## src/rtl/msamp_fifo.sv

```systemverilog
// msamp_fifo: small register queue of words of any packed type
// used between the front and back parts and for results; depends on nothing
module msamp_fifo #(
  parameter type T     = logic,
  parameter int  DEPTH = 4
) (
  input  logic clk,
  input  logic rst,
  input  logic push,
  input  T     wdata,
  input  logic pop,
  output T     rdata,
  output logic full,
  output logic empty
);
  localparam int PW = (DEPTH > 1) ? $clog2(DEPTH) : 1;
  localparam int CNW = $clog2(DEPTH + 1);

  T               mem [DEPTH];
  logic [PW-1:0]  wptr, rptr;
  logic [CNW-1:0] count;

  assign full  = (count == CNW'(DEPTH));
  assign empty = (count == '0);
  assign rdata = mem[rptr];

  always_ff @(posedge clk) begin
    if (rst) begin
      wptr  <= '0;
      rptr  <= '0;
      count <= '0;
    end else begin
      if (push) wptr <= (wptr == PW'(DEPTH - 1)) ? '0 : wptr + 1'b1;
      if (pop) rptr <= (rptr == PW'(DEPTH - 1)) ? '0 : rptr + 1'b1;
      if (push && !pop) count <= count + 1'b1;
      else if (pop && !push) count <= count - 1'b1;
    end
  end

  always_ff @(posedge clk) begin
    if (push) mem[wptr] <= wdata;
  end
endmodule

```

## config.mk

```make
export PLATFORM = sky130hd
export DESIGN_NAME = msamp_fifo
export DESIGN_NICKNAME = d
export VERILOG_FILES = /design/src/rtl/msamp_fifo.sv
export SDC_FILE = /design/constraint.sdc
export NUM_CORES = 1
export LEC_CHECK = 0
export BUFFER_PORTS_ARGS = -buffer_cell sky130_fd_sc_hd__buf_4
export CAP_MARGIN = 40
export CORE_AREA = 4 4 41 43
export DETAILED_ROUTE_END_ITERATION = 12
export DIE_AREA = 0 0 45 47
export GPL_TIMING_DRIVEN = 0
export MAX_ROUTING_LAYER = met4
export SYNTH_ARGS = -nofsm -noshare
export SYNTH_HDL_FRONTEND = slang
export SYNTH_SLANG_ARGS = --single-unit
```

## constraint.sdc

```tcl
create_clock -name clk -period 4.35 [get_ports clk]
set_input_delay 0 -clock clk [delete_from_list [all_inputs] [get_ports clk]]
set_output_delay 0 -clock clk [all_outputs]
set_load 0.01 [all_outputs]
```

Word-level counts from Yosys, hierarchy flattened
Memories as Yosys holds them, arrays and structs flattened. A register that Yosys moved wholly into a read port is not among the register bits.
Cells that the tools add are included.
{ "op_classes": {"addsub": 4, "eq_ne": 3, "n_mux": 8, "n_reduce_logical": 6} }
{ "ops": {"columns": ["cell", "count"], "rows": [
  ["2-bit 2-to-1 mux", 4],
  ["3-bit 2-to-1 mux", 2],
  ["2-bit by 1-bit adder with 2-bit output (second input constant)", 2],
  ["2-bit == test (second input constant)", 2],
  ["3-bit by 1-bit adder with 3-bit output (second input constant)", 1],
  ["3-bit == test (second input constant)", 1],
  ["3-bit zero test", 1],
  ["3-bit by 1-bit subtractor with 3-bit output (second input constant)", 1],
  ["1-bit logical AND", 2],
  ["1-bit zero test", 2],
  ["1-bit 2-to-1 mux", 2],
  ["2-bit nonzero test", 1]
]} }
{ "totals": {"reg_bits": 7, "ramBits": 4, "input_bits": 5, "word_cells": 25, "n_memories": 1} }
{ "mem_list": {"columns": ["memory", "words", "width", "read_ports", "rd_clocked_by_memory_dff", "wr", "line", "rtl"], "rows": [
  ["mem", 4, 1, 1, 1, 1, "19", "T mem [DEPTH];"]
]} }

Depth between registers and ports, before layout
Gate-level depths: netlist (run 1).
{ "logic_depth": {"ltp_word": 4, "depth_mapped": 7, "ltp_nobuf": 7} }

Worst setup path before layout (run 1)
OpenSTA, ideal clock, no wires.
{ "synth_path": {"path_kind": "reg-to-reg", "start": "register count[0]", "end": "register count[2]", "setup_ns": 0.070, "arrival_time_ns": 1.322, "t_required_ns": 4.280, "slack_ns": 2.958, "path_stages_with_launch": 5, "period_less_slack_ns": 1.392, "cell_sequence": "dfxtp_1 > fa_1 > xor2_1 > or3_1 > a21oi_1"} }
{ "synth_between": {"elab_chain_cells": 3, "elab_cells_between_ends": 4, "cone_classes": "2 x add/sub; 2 x mux"} }
{ "synth_rtl": {"columns": ["item", "line", "rtl"], "rows": [
  ["start: declaration", "21", "logic [CNW-1:0] count;"],
  ["start signal: assignment", "35", "if (push && !pop) count <= count + 1'b1;"],
  ["start signal: assignment", "36", "else if (pop && !push) count <= count - 1'b1;"],
  ["3-bit by 1-bit subtractor with 3-bit output", "36", null],
  ["3-bit 2-to-1 mux", "36", null],
  ["3-bit 2-to-1 mux (*)", "35", null]
]} }
Mark *: on every way between the ends. The rest lies on a longest branch, timed or not. The select of a mux whose other input is x is not followed.
A chain may end at the register's enable or synchronous reset.

Final worst setup path (run 1)
Same ends and word-level chain as after synthesis.

==> results of run 1 <==
## Yosys cell counts
| library cell | n |
|---|---|
| sky130_fd_sc_hd__edfxtp_1 | 4 |
| sky130_fd_sc_hd__fa_1 | 1 |
| sky130_fd_sc_hd__and2_1 | 4 |
| sky130_fd_sc_hd__inv_1 | 4 |
| sky130_fd_sc_hd__a21oi_1 | 2 |
| sky130_fd_sc_hd__xor2_1 | 2 |
| sky130_fd_sc_hd__nor3b_1 | 2 |
| sky130_fd_sc_hd__dfxtp_1 | 9 |
| sky130_fd_sc_hd__nor2_1 | 7 |
| sky130_fd_sc_hd__mux2i_1 | 4 |
| sky130_fd_sc_hd__mux4_2 | 1 |
| sky130_fd_sc_hd__nor3_1 | 1 |
| sky130_fd_sc_hd__or3_1 | 1 |
| sky130_fd_sc_hd__o21ai_0 | 1 |
| sky130_fd_sc_hd__ha_1 | 6 |
## logic make-up after synthesis
logic type | share of synthesized area
AOI/OAI and AO/OA | 0.0257
xor gates and xnor gates | 0.0300
adders and majority gates | 0.163
buffers and inverters | 0.0257
DFF | 0.515
muxes | 0.107
and+or+nand+nor | 0.133
## power by group through the flow
stage          clock network [mW]  registers (mW)  logic [mW]
2_1_floorplan                   0           0.147      0.0325
3_3_place_gp                    0           0.148      0.0500
3_5_place_dp                    0           0.149      0.0503
4_1_cts                    0.0763           0.146      0.0525
5_1_grt                    0.0849           0.148      0.0585
6_report                   0.0707           0.146      0.0514
## worst paths after layout
kind                                            start                     to
worst max-delay path            count[0]$_SDFFE_PP0P_  count[2]$_SDFFE_PP0P_
worst min-delay path                             push   wptr[1]$_SDFFE_PP0P_
worst max register to register  count[0]$_SDFFE_PP0P_  count[2]$_SDFFE_PP0P_
worst min register to register  count[2]$_SDFFE_PP0P_  count[2]$_SDFFE_PP0P_
## final cells by class
cell class | instances | area, sq um | share of cell area
clock buffer | 4 | 26.3 | 0.0375
inverter | 4 | 15.0 | 0.0214
sequential | 13 | 300 | 0.429
tap | 15 | 18.8 | 0.0268
multi-input combinational | 32 | 268 | 0.382
timing repair buffer | 9 | 72.6 | 0.104
## cells in the final DEF, fill, tap and decap left out
cell type	netlist	routed
sky130_fd_sc_hd__dfxtp_1	9	9
sky130_fd_sc_hd__inv_1	4	4
sky130_fd_sc_hd__mux2i_1	4	4
sky130_fd_sc_hd__mux4_2	1	1
sky130_fd_sc_hd__dlygate4sd3_1	0	2
sky130_fd_sc_hd__o21ai_0	1	1
sky130_fd_sc_hd__a21oi_1	2	2
sky130_fd_sc_hd__xor2_1	2	2
sky130_fd_sc_hd__clkbuf_1	0	1
sky130_fd_sc_hd__nor2_1	7	7
sky130_fd_sc_hd__ha_1	6	6
sky130_fd_sc_hd__and2_1	4	4
sky130_fd_sc_hd__edfxtp_1	4	4
sky130_fd_sc_hd__buf_4	0	7
sky130_fd_sc_hd__clkbuf_4	0	3
sky130_fd_sc_hd__nor3_1	1	1
sky130_fd_sc_hd__fa_1	1	1
sky130_fd_sc_hd__or3_1	1	1
sky130_fd_sc_hd__nor3b_1	2	2
## per-layer routing
layer,vias to the layer above,GRT usage,routed length [um]
li1,193,-,-
met1,156,0.122,364
met2,8,0.153,403
met3,0,0.0690,46
met4,0,0.0175,0
met5,-,-,0
## timing repair
| item | 4_1_cts | 5_1_grt |
|---|---|---|
| hold buffers | 2 | 0 |
| hold endpoints to repair | 13 | 0 |
| setup endpoints to repair | 0 | 0 |
## worst reg2reg max path: stages, from the launching register on
cell                      delay (ns)
sky130_fd_sc_hd__dfxtp_1        0.36
sky130_fd_sc_hd__fa_1           0.45
sky130_fd_sc_hd__xor2_1         0.16
sky130_fd_sc_hd__or3_1          0.30
sky130_fd_sc_hd__a21oi_1        0.14
==> qor.log, run 1 <==
[route] average vias per placed instance 4.64
[route] vias after detailed routing 357
[logic_synthesis] Avg Inst Size Synth 11.9 sq um
[sta] worst slack on hold paths 0.0329 ns
[hold_path] HP Class input pin to flip-flop
[final_layout] finished layout cell area 701 sq um
[worst_setup_path] cell at the slowest stage of the critical path sky130_fd_sc_hd__fa_1
[final_layout] count of filler cells inserted in the layout 115
[logic_synthesis] Post-Synthesis Net Count 61
[pwr] sequential group share of total power 0.544
[worst_setup_path] Worst path max stage delay 0.44 ns
[sta] time the worst path needs with I/O delays and setup 1.47 ns
[worst_setup_path] Worst Path Buf+Inv 0
[global_routing] number of antenna violations at the first check in global routing 0
[pwr] sum of internal, switching and leakage power 0.268 mW
[cts] clock-pin slew of the registers on the worst-case setup and hold paths 0.07 ns
[die] die extent in x 45 um
[route] DRC 0
[cts] Skew-Pair Late Insertion Delay 0.26 ns
[worst_setup_path] critical path class flip-flop to flip-flop
[hold_path] Hold Path Depth 3
[sta] final slew viol count 0
[cts] total of cells resized after clock tree synthesis 0
[sta] worst rel slew slack 0.869
[sta] Worst Slack Setup Final 2.88 ns
[cts] root buffer cell sky130_fd_sc_hd__clkbuf_4
[logic_synthesis] cell types with the largest area share after synthesis sky130_fd_sc_hd__dfxtp_1, sky130_fd_sc_hd__edfxtp_1, sky130_fd_sc_hd__ha_1
[logic_synthesis] top cell type's share of synthesized area 0.309
[place] quantity of I/O buffers inserted on ports 7
[worst_setup_path] CP startpoint kind flip-flop
[cts] clock tree from TritonCTS yes
[logic_synthesis] number of standard cells after synthesis 49
[pwr] leakage component of the power 0.312 nW
[worst_setup_path] Top delay family on crit path adder cells
[place] gp weighted congestion 0.734
[worst_setup_path] data arrival at the endpoint of the critical path 1.67 ns
[place] pre-CTS WS 2.86 ns
[logic_synthesis] Synth Warn # 0
[die] total number of placement rows 13
[cts] htree depth 1
[worst_setup_path] worst reg2reg setup slack 2.88 ns
[pwr] switching power share of the total 0.252
[final_layout] layout overhead on the synthesized area 20.2%
[global_routing] largest net degree at the start of global routing 8
[pwr] Cell Int Power 0.200 mW
[die] die area 2120 sq um
[final_layout] proportion of layout cells with a drive suffix above 1 0.177
[final_layout] diode insertion count for antenna repair 0
[die] number of I/O pins 8
[final_layout] final-stage net count 75
[pwr] combinational power share 0.192
[die] area of the core region 1300 sq um
[sta] maximum achievable frequency 679 MHz
[place] placement-stage cell area 654 sq um
[worst_setup_path] critical path cell sequence fa_1, xor2_1, or3_1, a21oi_1
[route] detailed-router iteration count before antenna repair 1
[pwr] relative contribution of the clock network to total power 0.264
[worst_setup_path] Max FO, Critical Path 4
[die] vertical extent of the die 47 um
[sta] count of final setup violators 0
[cts] clock buffers created by TritonCTS 3
[sta] final total negative setup slack 0 ns
[route] DR WL/cell 10.6 um
[cts] Longest Clk Path Bufs 2
[final_layout] post-layout util 0.538
[logic_synthesis] synthesized cell area 583 sq um
[global_routing] first-pass GRT wire length 1440 um
[logic_synthesis] sequential-to-total area share from yosys stat 0.515
[die] Starting Density 0.448
[worst_setup_path] data required time of the worst path 4.55 ns
[global_routing] number of global-route vias before repair 336
[pwr] power density of the placed cells 382 nW/um^2
[route] total detailed-routing wirelength 814 um
[global_routing] Overflow after GRT 0
[global_routing] global-route total usage across every layer 0.105
[logic_synthesis] post-synthesis register bit count 13
[sta] unrepaired setup endpoints after global routing false
[route] number of antenna-violating nets in the routed design 0
[worst_setup_path] depth of the worst register-to-register path 4
[flow_run] reported max-cap violation count 0
[place] total placed cells including tap cells 71
[sta] worst slew pin tran 0.197 ns
[run_status] run status completed
[worst_setup_path] crit end category flip-flop
[worst_setup_path] critical path depth 4
[cts] buffers inserted during post-CTS setup optimization 0
[route] Iteration-0 DRC Markers 0
[pwr] switching power 0.0676 mW
[pwr] worst vdd rail ir drop 248 uV
[sta] Final Skew 0.00183 ns
[sta] endpoints failing hold 0
[sta] share of the clock period used by the worst path 0.338
[cts] TritonCTS sink count 13
[final_layout] post-route insts no fill 77
[logic_synthesis] cell type with the largest total area after synthesis sky130_fd_sc_hd__dfxtp_1
[logic_synthesis] number of unique standard cell types used by synthesis 15
(Power assumes the default switching activity.)
==> inputs of run 2 (changes only) <==
==> constraint.sdc (replaced) <==
create_clock -name clk -period 1.5 [get_ports clk]
set_input_delay 0 -clock clk [delete_from_list [all_inputs] [get_ports clk]]
set_output_delay 0 -clock clk [all_outputs]
set_load 0.01 [all_outputs]
==> qor.log, run 2 (synthesis gave the netlist of run 1 again) <==
[run_status] run status completed
[cts] root buffer cell sky130_fd_sc_hd__clkbuf_4
[sta] unrepaired setup endpoints after global routing false
[pwr] relative contribution of the clock network to total power 0.258 [-0.006]
[hold_path] sink of the worst hold path wptr[1]$_SDFFE_PP0P_
[worst_setup_path] crit end category flip-flop
[final_layout] diode insertion count for antenna repair 0 [unchanged]
[flow_run] reported max-cap violation count 0 [unchanged]
[final_layout] multi-input logic area 274 sq um [+2.3%]
[worst_setup_path] data required time of the worst path 1.71 ns [-2.84 ns]
[pwr] Cell Int Power 0.595 mW [+200%]
[die] number of I/O pins 8 [unchanged]
[sta] time the worst path needs with I/O delays and setup 1.39 ns [-0.0830 ns]
[die] die extent in x 45 um [unchanged]
[sta] maximum achievable frequency 720 MHz [+6.0%]
[route] number of antenna-violating nets in the routed design 0 [unchanged]
[cts] clock tree from TritonCTS yes
[worst_setup_path] critical path class flip-flop to flip-flop
[pwr] power density of the placed cells 1100 nW/um^2 [+190%]
[cts] htree depth 1 [unchanged]
[route] detailed-router iteration count before antenna repair 1 [unchanged]
[global_routing] first-pass GRT wire length 1440 um [unchanged]
[cts] Skew-Pair Late Insertion Delay 0.27 ns [about the same]
[pwr] sequential group share of total power 0.533 [-0.011]
[route] vias after detailed routing 364 [+2.0%]
[cts] Longest Clk Path Bufs 2 [unchanged]
[final_layout] leading cell types in the layout, fill and taps excluded sky130_fd_sc_hd__buf_4, sky130_fd_sc_hd__dfxtp_1, sky130_fd_sc_hd__nor2_1, sky130_fd_sc_hd__ha_1
[sta] count of final setup violators 0 [unchanged]
[route] DRC 0 [unchanged]
[pwr] switching power share of the total 0.256 [+0.00377]
[worst_setup_path] data arrival at the endpoint of the critical path 1.60 ns [-0.07 ns]
[die] die area 2120 sq um [unchanged]
[pwr] sum of internal, switching and leakage power 0.799 mW [+200%]
[cts] clock buffers created by TritonCTS 3 [unchanged]
[final_layout] most common cell after layout, fill and taps aside sky130_fd_sc_hd__buf_4
[worst_setup_path] critical path cell sequence fa_2, xor2_1, or3_1, a21oi_2
[pwr] switching power 0.205 mW [+200%]
[worst_setup_path] CP startpoint kind flip-flop
[global_routing] Overflow after GRT 0 [unchanged]
[final_layout] proportion of layout cells with a drive suffix above 1 0.250 [+0.0726]
[worst_setup_path] worst reg2reg setup slack 0.11 ns [-2.77 ns]
[sta] worst slew pin tran 0.228 ns [+0.0315 ns]
[pwr] worst vdd rail ir drop 739 uV [+200%]
[global_routing] largest net degree at the start of global routing 8 [unchanged]
[sta] final total negative setup slack 0 ns [unchanged]
[worst_setup_path] Top delay family on crit path adder cells
[final_layout] layout overhead on the synthesized area 24.5%
[hold_path] HP Class input pin to flip-flop
[route] Iteration-0 DRC Markers 0 [unchanged]
[worst_setup_path] depth of the worst register-to-register path 4 [unchanged]
[die] Starting Density 0.448 [unchanged]
[die] total number of placement rows 13 [unchanged]
[final_layout] total area of sequential cells 304 sq um [+1.3%]
[pwr] combinational power share 0.210 [+0.018]
[sta] Final Skew 0.00247 ns [+0.000638 ns]
[route] DR WL/cell 11.1 um [+4.5%]
[global_routing] number of antenna violations at the first check in global routing 0 [unchanged]
[place] quantity of I/O buffers inserted on ports 7 [unchanged]
[cts] TritonCTS sink count 13 [unchanged]
[worst_setup_path] Worst Path Buf+Inv 0 [unchanged]
[worst_setup_path] reg2reg start count[0]$_SDFFE_PP0P_
[sta] endpoints failing hold 0 [unchanged]
[worst_setup_path] cell at the slowest stage of the critical path sky130_fd_sc_hd__fa_2
[route] total detailed-routing wirelength 873 um [+7.2%]
[place] gp weighted congestion 0.734 [unchanged]
[final_layout] post-layout util 0.558 [+0.0192]
[worst_setup_path] Max FO, Critical Path 4 [unchanged]
[pwr] leakage component of the power 0.322 nW [+3.2%]
[sta] final slew viol count 0 [unchanged]
[hold_path] critical hold path startpoint push
[global_routing] number of global-route vias before repair 336 [unchanged]
[sta] share of the clock period used by the worst path 0.926 [+0.588]
[worst_setup_path] capture point of the worst reg-to-reg path count[2]$_SDFFE_PP0P_
[sta] worst rel slew slack 0.846 [-0.0224]
[final_layout] final-stage net count 77 [+2.7%]
[worst_setup_path] Worst path max stage delay 0.38 ns [-0.06 ns]
[cts] clock-pin slew of the registers on the worst-case setup and hold paths 0.07 ns [about the same]
[die] area of the core region 1300 sq um [unchanged]
[final_layout] count of filler cells inserted in the layout 110 [-4.3%]
[route] average vias per placed instance 4.61 [-0.62%]
[hold_path] Hold Path Depth 3 [unchanged]
[global_routing] global-route total usage across every layer 0.105 [unchanged]
[die] vertical extent of the die 47 um [unchanged]
[run 2: changes by cell type in the layout (fill, tap and decap cells not counted)]
cell	previous run	this run
sky130_fd_sc_hd__a21oi_1	2	1
sky130_fd_sc_hd__dfxtp_1	9	8
sky130_fd_sc_hd__fa_2	0	1
sky130_fd_sc_hd__dfxtp_4	0	1
sky130_fd_sc_hd__a21oi_2	0	1
sky130_fd_sc_hd__fa_1	1	0
sky130_fd_sc_hd__buf_4	7	9
[run 2: final cells by class]
type	count	share of cell area
timing repair buffer	11	0.121
inverter	4	0.0207
multi-input combinational	32	0.378
sequential	13	0.419
tap	15	0.0259
clock buffer	4	0.0362
[run 2: worst max path at each step]
stage	from	slack [ns]	depth (start not counted)	endpoint
2_1_floorplan	count[0]$_SDFFE_PP0P_	0.11	4	count[2]$_SDFFE_PP0P_
3_3_place_gp	pop	0.04	8	count[2]$_SDFFE_PP0P_
3_5_place_dp	pop	0.01	8	count[2]$_SDFFE_PP0P_
4_1_cts	count[0]$_SDFFE_PP0P_	0.02	4	count[2]$_SDFFE_PP0P_
5_1_grt	count[0]$_SDFFE_PP0P_	0.05	4	count[2]$_SDFFE_PP0P_
6_report	count[0]$_SDFFE_PP0P_	0.11	4	count[2]$_SDFFE_PP0P_
[run 2: power groups by stage]
| stage | clock, mW | sequential [mW] | combinational [mW] |
|---|---|---|---|
| 2_1_floorplan | 0 | 0.425 | 0.0941 |
| 3_3_place_gp | 0 | 0.430 | 0.145 |
| 3_5_place_dp | 0 | 0.431 | 0.146 |
| 4_1_cts | 0.221 | 0.423 | 0.152 |
| 5_1_grt | 0.246 | 0.432 | 0.189 |
| 6_report | 0.206 | 0.426 | 0.168 |
[run 2: repair_timing]
item                                    in CTS  in global routing
hold buffers                                 2                  0
endpoints found under the setup margin       0                  1
gates resized for setup                      0                  4
hold endpoints to repair                    13                  0
setup buffers                                0                  2
[run 2: worst register-to-register path: stages, from the launching register on]
cell,delay (ns)
sky130_fd_sc_hd__dfxtp_4,0.37
sky130_fd_sc_hd__fa_2,0.38
sky130_fd_sc_hd__xor2_1,0.15
sky130_fd_sc_hd__or3_1,0.32
sky130_fd_sc_hd__a21oi_2,0.11
[run 2: per-layer routing]
layer / GRT usage / vias up / share of wire
li1: - / 197 / -
met1: 0.122 / 159 / 0.44
met2: 0.153 / 8 / 0.51
met3: 0.0690 / 0 / 0.053
met4: 0.0175 / 0 / 0
met5: - / - / 0
[run 2: metrics by stage]
| stage | setup slack [ns] | instance area (sq um) | hold WS (ns) | std cells |
|---|---|---|---|---|
| floorplan | 0.108 | 583 | 0.0691 | 49 |
| global placement | 0.0401 | 654 | 0.204 | 71 |
| detailed placement | 0.0107 | 654 | 0.209 | 71 |
| CTS | 0.0205 | 701 | 0.0270 | 77 |
| global route | 0.0543 | 726 | 0.0402 | 79 |
| finish | 0.111 | 726 | 0.0314 | 79 |
==> inputs of run 3 (changes only) <==
--- a/config.mk
+++ b/config.mk
@@ -10,7 +10,6 @@
 export CORE_AREA = 4 4 41 43
 export DETAILED_ROUTE_END_ITERATION = 12
 export DIE_AREA = 0 0 45 47
-export GPL_TIMING_DRIVEN = 0
 export MAX_ROUTING_LAYER = met4
 export SYNTH_ARGS = -nofsm -noshare
 export SYNTH_HDL_FRONTEND = slang
==> qor.log, run 3 (synthesis gave the netlist of run 1 again) <==
[run_status] run status completed
[die] total number of placement rows 13 [unchanged]
[pwr] Cell Int Power 0.588 mW [-1.1%]
[pwr] worst vdd rail ir drop 589 uV [-20%]
[cts] clock tree from TritonCTS yes
[die] vertical extent of the die 47 um [unchanged]
[pwr] sequential group share of total power 0.532 [about the same]
[route] average vias per placed instance 4.61 [unchanged]
[sta] final total negative setup slack 0 ns [unchanged]
[final_layout] final-stage net count 77 [unchanged]
[route] vias after detailed routing 364 [unchanged]
[sta] share of the clock period used by the worst path 0.949 [+0.0231]
[worst_setup_path] reg2reg start count[0]$_SDFFE_PP0P_
[final_layout] proportion of layout cells with a drive suffix above 1 0.219 [-0.0313]
[global_routing] GR Layer Usage met2 0.161 [+0.00847]
[sta] maximum achievable frequency 702 MHz [-2.4%]
[final_layout] layout overhead on the synthesized area 23.0%
[die] die extent in x 45 um [unchanged]
[die] area of the core region 1300 sq um [unchanged]
[global_routing] Overflow after GRT 0 [unchanged]
[sta] worst slack on hold paths 0.0458 ns [+0.0144 ns]
[global_routing] global routing met1 resource utilization 0.118 [-0.00387]
[cts] clock-pin slew of the registers on the worst-case setup and hold paths 0.07 ns [about the same]
[cts] TritonCTS sink count 13 [unchanged]
[route] detailed-router iteration count before antenna repair 1 [unchanged]
[worst_setup_path] worst reg2reg setup slack 0.08 ns [-0.03 ns]
[flow_run] reported max-cap violation count 0 [unchanged]
[worst_setup_path] data arrival at the endpoint of the critical path 1.63 ns [+0.03 ns]
[worst_setup_path] data required time of the worst path 1.71 ns [about the same]
[global_routing] first-pass GRT wire length 1460 um [+1.4%]
[pwr] leakage component of the power 0.323 nW [about the same]
[route] Iteration-0 DRC Markers 0 [unchanged]
[die] Starting Density 0.448 [unchanged]
[die] die area 2120 sq um [unchanged]
[sta] final slew viol count 0 [unchanged]
[pwr] relative contribution of the clock network to total power 0.266 [+0.008]
[sta] Final Skew 0.000542 ns [-0.00192 ns]
[global_routing] GR met3 Demand/Resource 0.0575 [-0.0115]
[global_routing] number of global-route vias before repair 349 [+3.9%]
[pwr] power density of the placed cells 1100 nW/um^2 [+0.19%]
[global_routing] global-route total usage across every layer 0.106 [+0.00109]
[cts] clock buffers created by TritonCTS 3 [unchanged]
[sta] worst rel slew slack 0.868 [+0.0220]
[cts] root buffer cell sky130_fd_sc_hd__clkbuf_4
[place] quantity of I/O buffers inserted on ports 7 [unchanged]
[sta] count of final setup violators 0 [unchanged]
[place] hpwl dp 672 um
[worst_setup_path] critical path class flip-flop to flip-flop
[sta] worst slew pin tran 0.197 ns [-0.0310 ns]
[global_routing] highest-utilization routing layer at the global route stage met2
[place] gp weighted congestion 0.761 [+3.7%]
[worst_setup_path] CP startpoint kind flip-flop
[pwr] switching power 0.203 mW [-0.85%]
[die] number of I/O pins 8 [unchanged]
[global_routing] largest net degree at the start of global routing 8 [unchanged]
[final_layout] leading cell types in the layout, fill and taps excluded sky130_fd_sc_hd__buf_4, sky130_fd_sc_hd__dfxtp_1, sky130_fd_sc_hd__nor2_1, sky130_fd_sc_hd__ha_1
[worst_setup_path] depth of the worst register-to-register path 4 [unchanged]
[final_layout] post-layout util 0.551 [-0.00673]
[worst_setup_path] Max FO, Critical Path 2 [-2]
[sta] endpoints failing hold 0 [unchanged]
[cts] Longest Clk Path Bufs 2 [unchanged]
[pwr] switching power share of the total 0.257 [+0.000430]
[cts] Skew-Pair Late Insertion Delay 0.27 ns [about the same]
[worst_setup_path] crit end category flip-flop
[route] number of antenna-violating nets in the routed design 0 [unchanged]
[sta] time the worst path needs with I/O delays and setup 1.42 ns [+0.0346 ns]
[global_routing] number of antenna violations at the first check in global routing 0 [unchanged]
[hold_path] critical hold path startpoint pop
[hold_path] HP Class input pin to flip-flop
[final_layout] most common cell after layout, fill and taps aside sky130_fd_sc_hd__buf_4
[route] DR WL/cell 10.8 um [-2.6%]
[final_layout] diode insertion count for antenna repair 0 [unchanged]
[route] DRC 0 [unchanged]
[pwr] combinational power share 0.202 [-0.008]
[route] total detailed-routing wirelength 850 um [-2.6%]
[worst_setup_path] capture point of the worst reg-to-reg path count[2]$_SDFFE_PP0P_
[cts] htree depth 1 [unchanged]
[hold_path] Hold Path Depth 3 [unchanged]
[sta] unrepaired setup endpoints after global routing false
-- run 3: cell counts in the layout (fill, tap and decap cells not counted) --
No cell type changed its count.
-- run 3: routing by layer --
layer	vias to the layer above	wire, um
met5	-	0
met4	0	0
met3	0	57
met2	9	409
met1	160	382
li1	195	-
-- run 3: critical path, stage by stage, from the launching register on --
cell                      delay, ns
sky130_fd_sc_hd__dfxtp_1       0.33
sky130_fd_sc_hd__fa_1          0.43
sky130_fd_sc_hd__xor2_1        0.16
sky130_fd_sc_hd__or3_1         0.30
sky130_fd_sc_hd__a21oi_1       0.14
-- run 3: what timing repair did --
| item | in CTS | in global routing |
|---|---|---|
| hold buffers | 2 | 0 |
| hold endpoints to repair | 13 | 0 |
| resized for setup | 0 | 1 |
| buffers inserted | 0 | 0 |
| endpoints found under the setup margin | 0 | 1 |
-- run 3: through the flow --
step                total power, mW  instance area (sq um)  cells  setup slack, ns
floorplan                     0.519                    583     49            0.108
global placement              0.584                    669     73           0.0521
detailed placement            0.586                    669     73           0.0215
CTS                           0.804                    716     79           0.0601
global route                  0.853                    717     79          0.00179
finish                        0.791                    717     79           0.0762
-- run 3: worst max path at each step --
stage / start / endpoint / slack (ns) / depth (start not counted)
6_report: count[0]$_SDFFE_PP0P_ / count[2]$_SDFFE_PP0P_ / 0.08 / 4
5_1_grt: count[0]$_SDFFE_PP0P_ / count[2]$_SDFFE_PP0P_ / 0.002 / 4
4_1_cts: count[0]$_SDFFE_PP0P_ / count[2]$_SDFFE_PP0P_ / 0.06 / 4
3_5_place_dp: pop / count[2]$_SDFFE_PP0P_ / 0.02 / 8
3_3_place_gp: pop / count[2]$_SDFFE_PP0P_ / 0.05 / 8
2_1_floorplan: count[0]$_SDFFE_PP0P_ / count[2]$_SDFFE_PP0P_ / 0.11 / 4
-- run 3: cell type report --
| type | count | area (sq um) |
|---|---|---|
| clock buffers | 4 | 26.3 |
| fillers | 126 | 584 |
| inverters | 4 | 15.0 |
| multi-input cells | 32 | 268 |
| flip-flops and latches | 13 | 302 |
| well taps | 15 | 18.8 |
| repair buffers | 11 | 87.6 |
-- run 3: power by group through the flow --
stage	registers (mW)	logic, mW	clock network, mW
final	0.421	0.160	0.211
after detailed placement	0.428	0.158	0
after global placement	0.428	0.156	0
after floorplan	0.425	0.0941	0
after global routing	0.426	0.181	0.246
after CTS	0.420	0.162	0.222
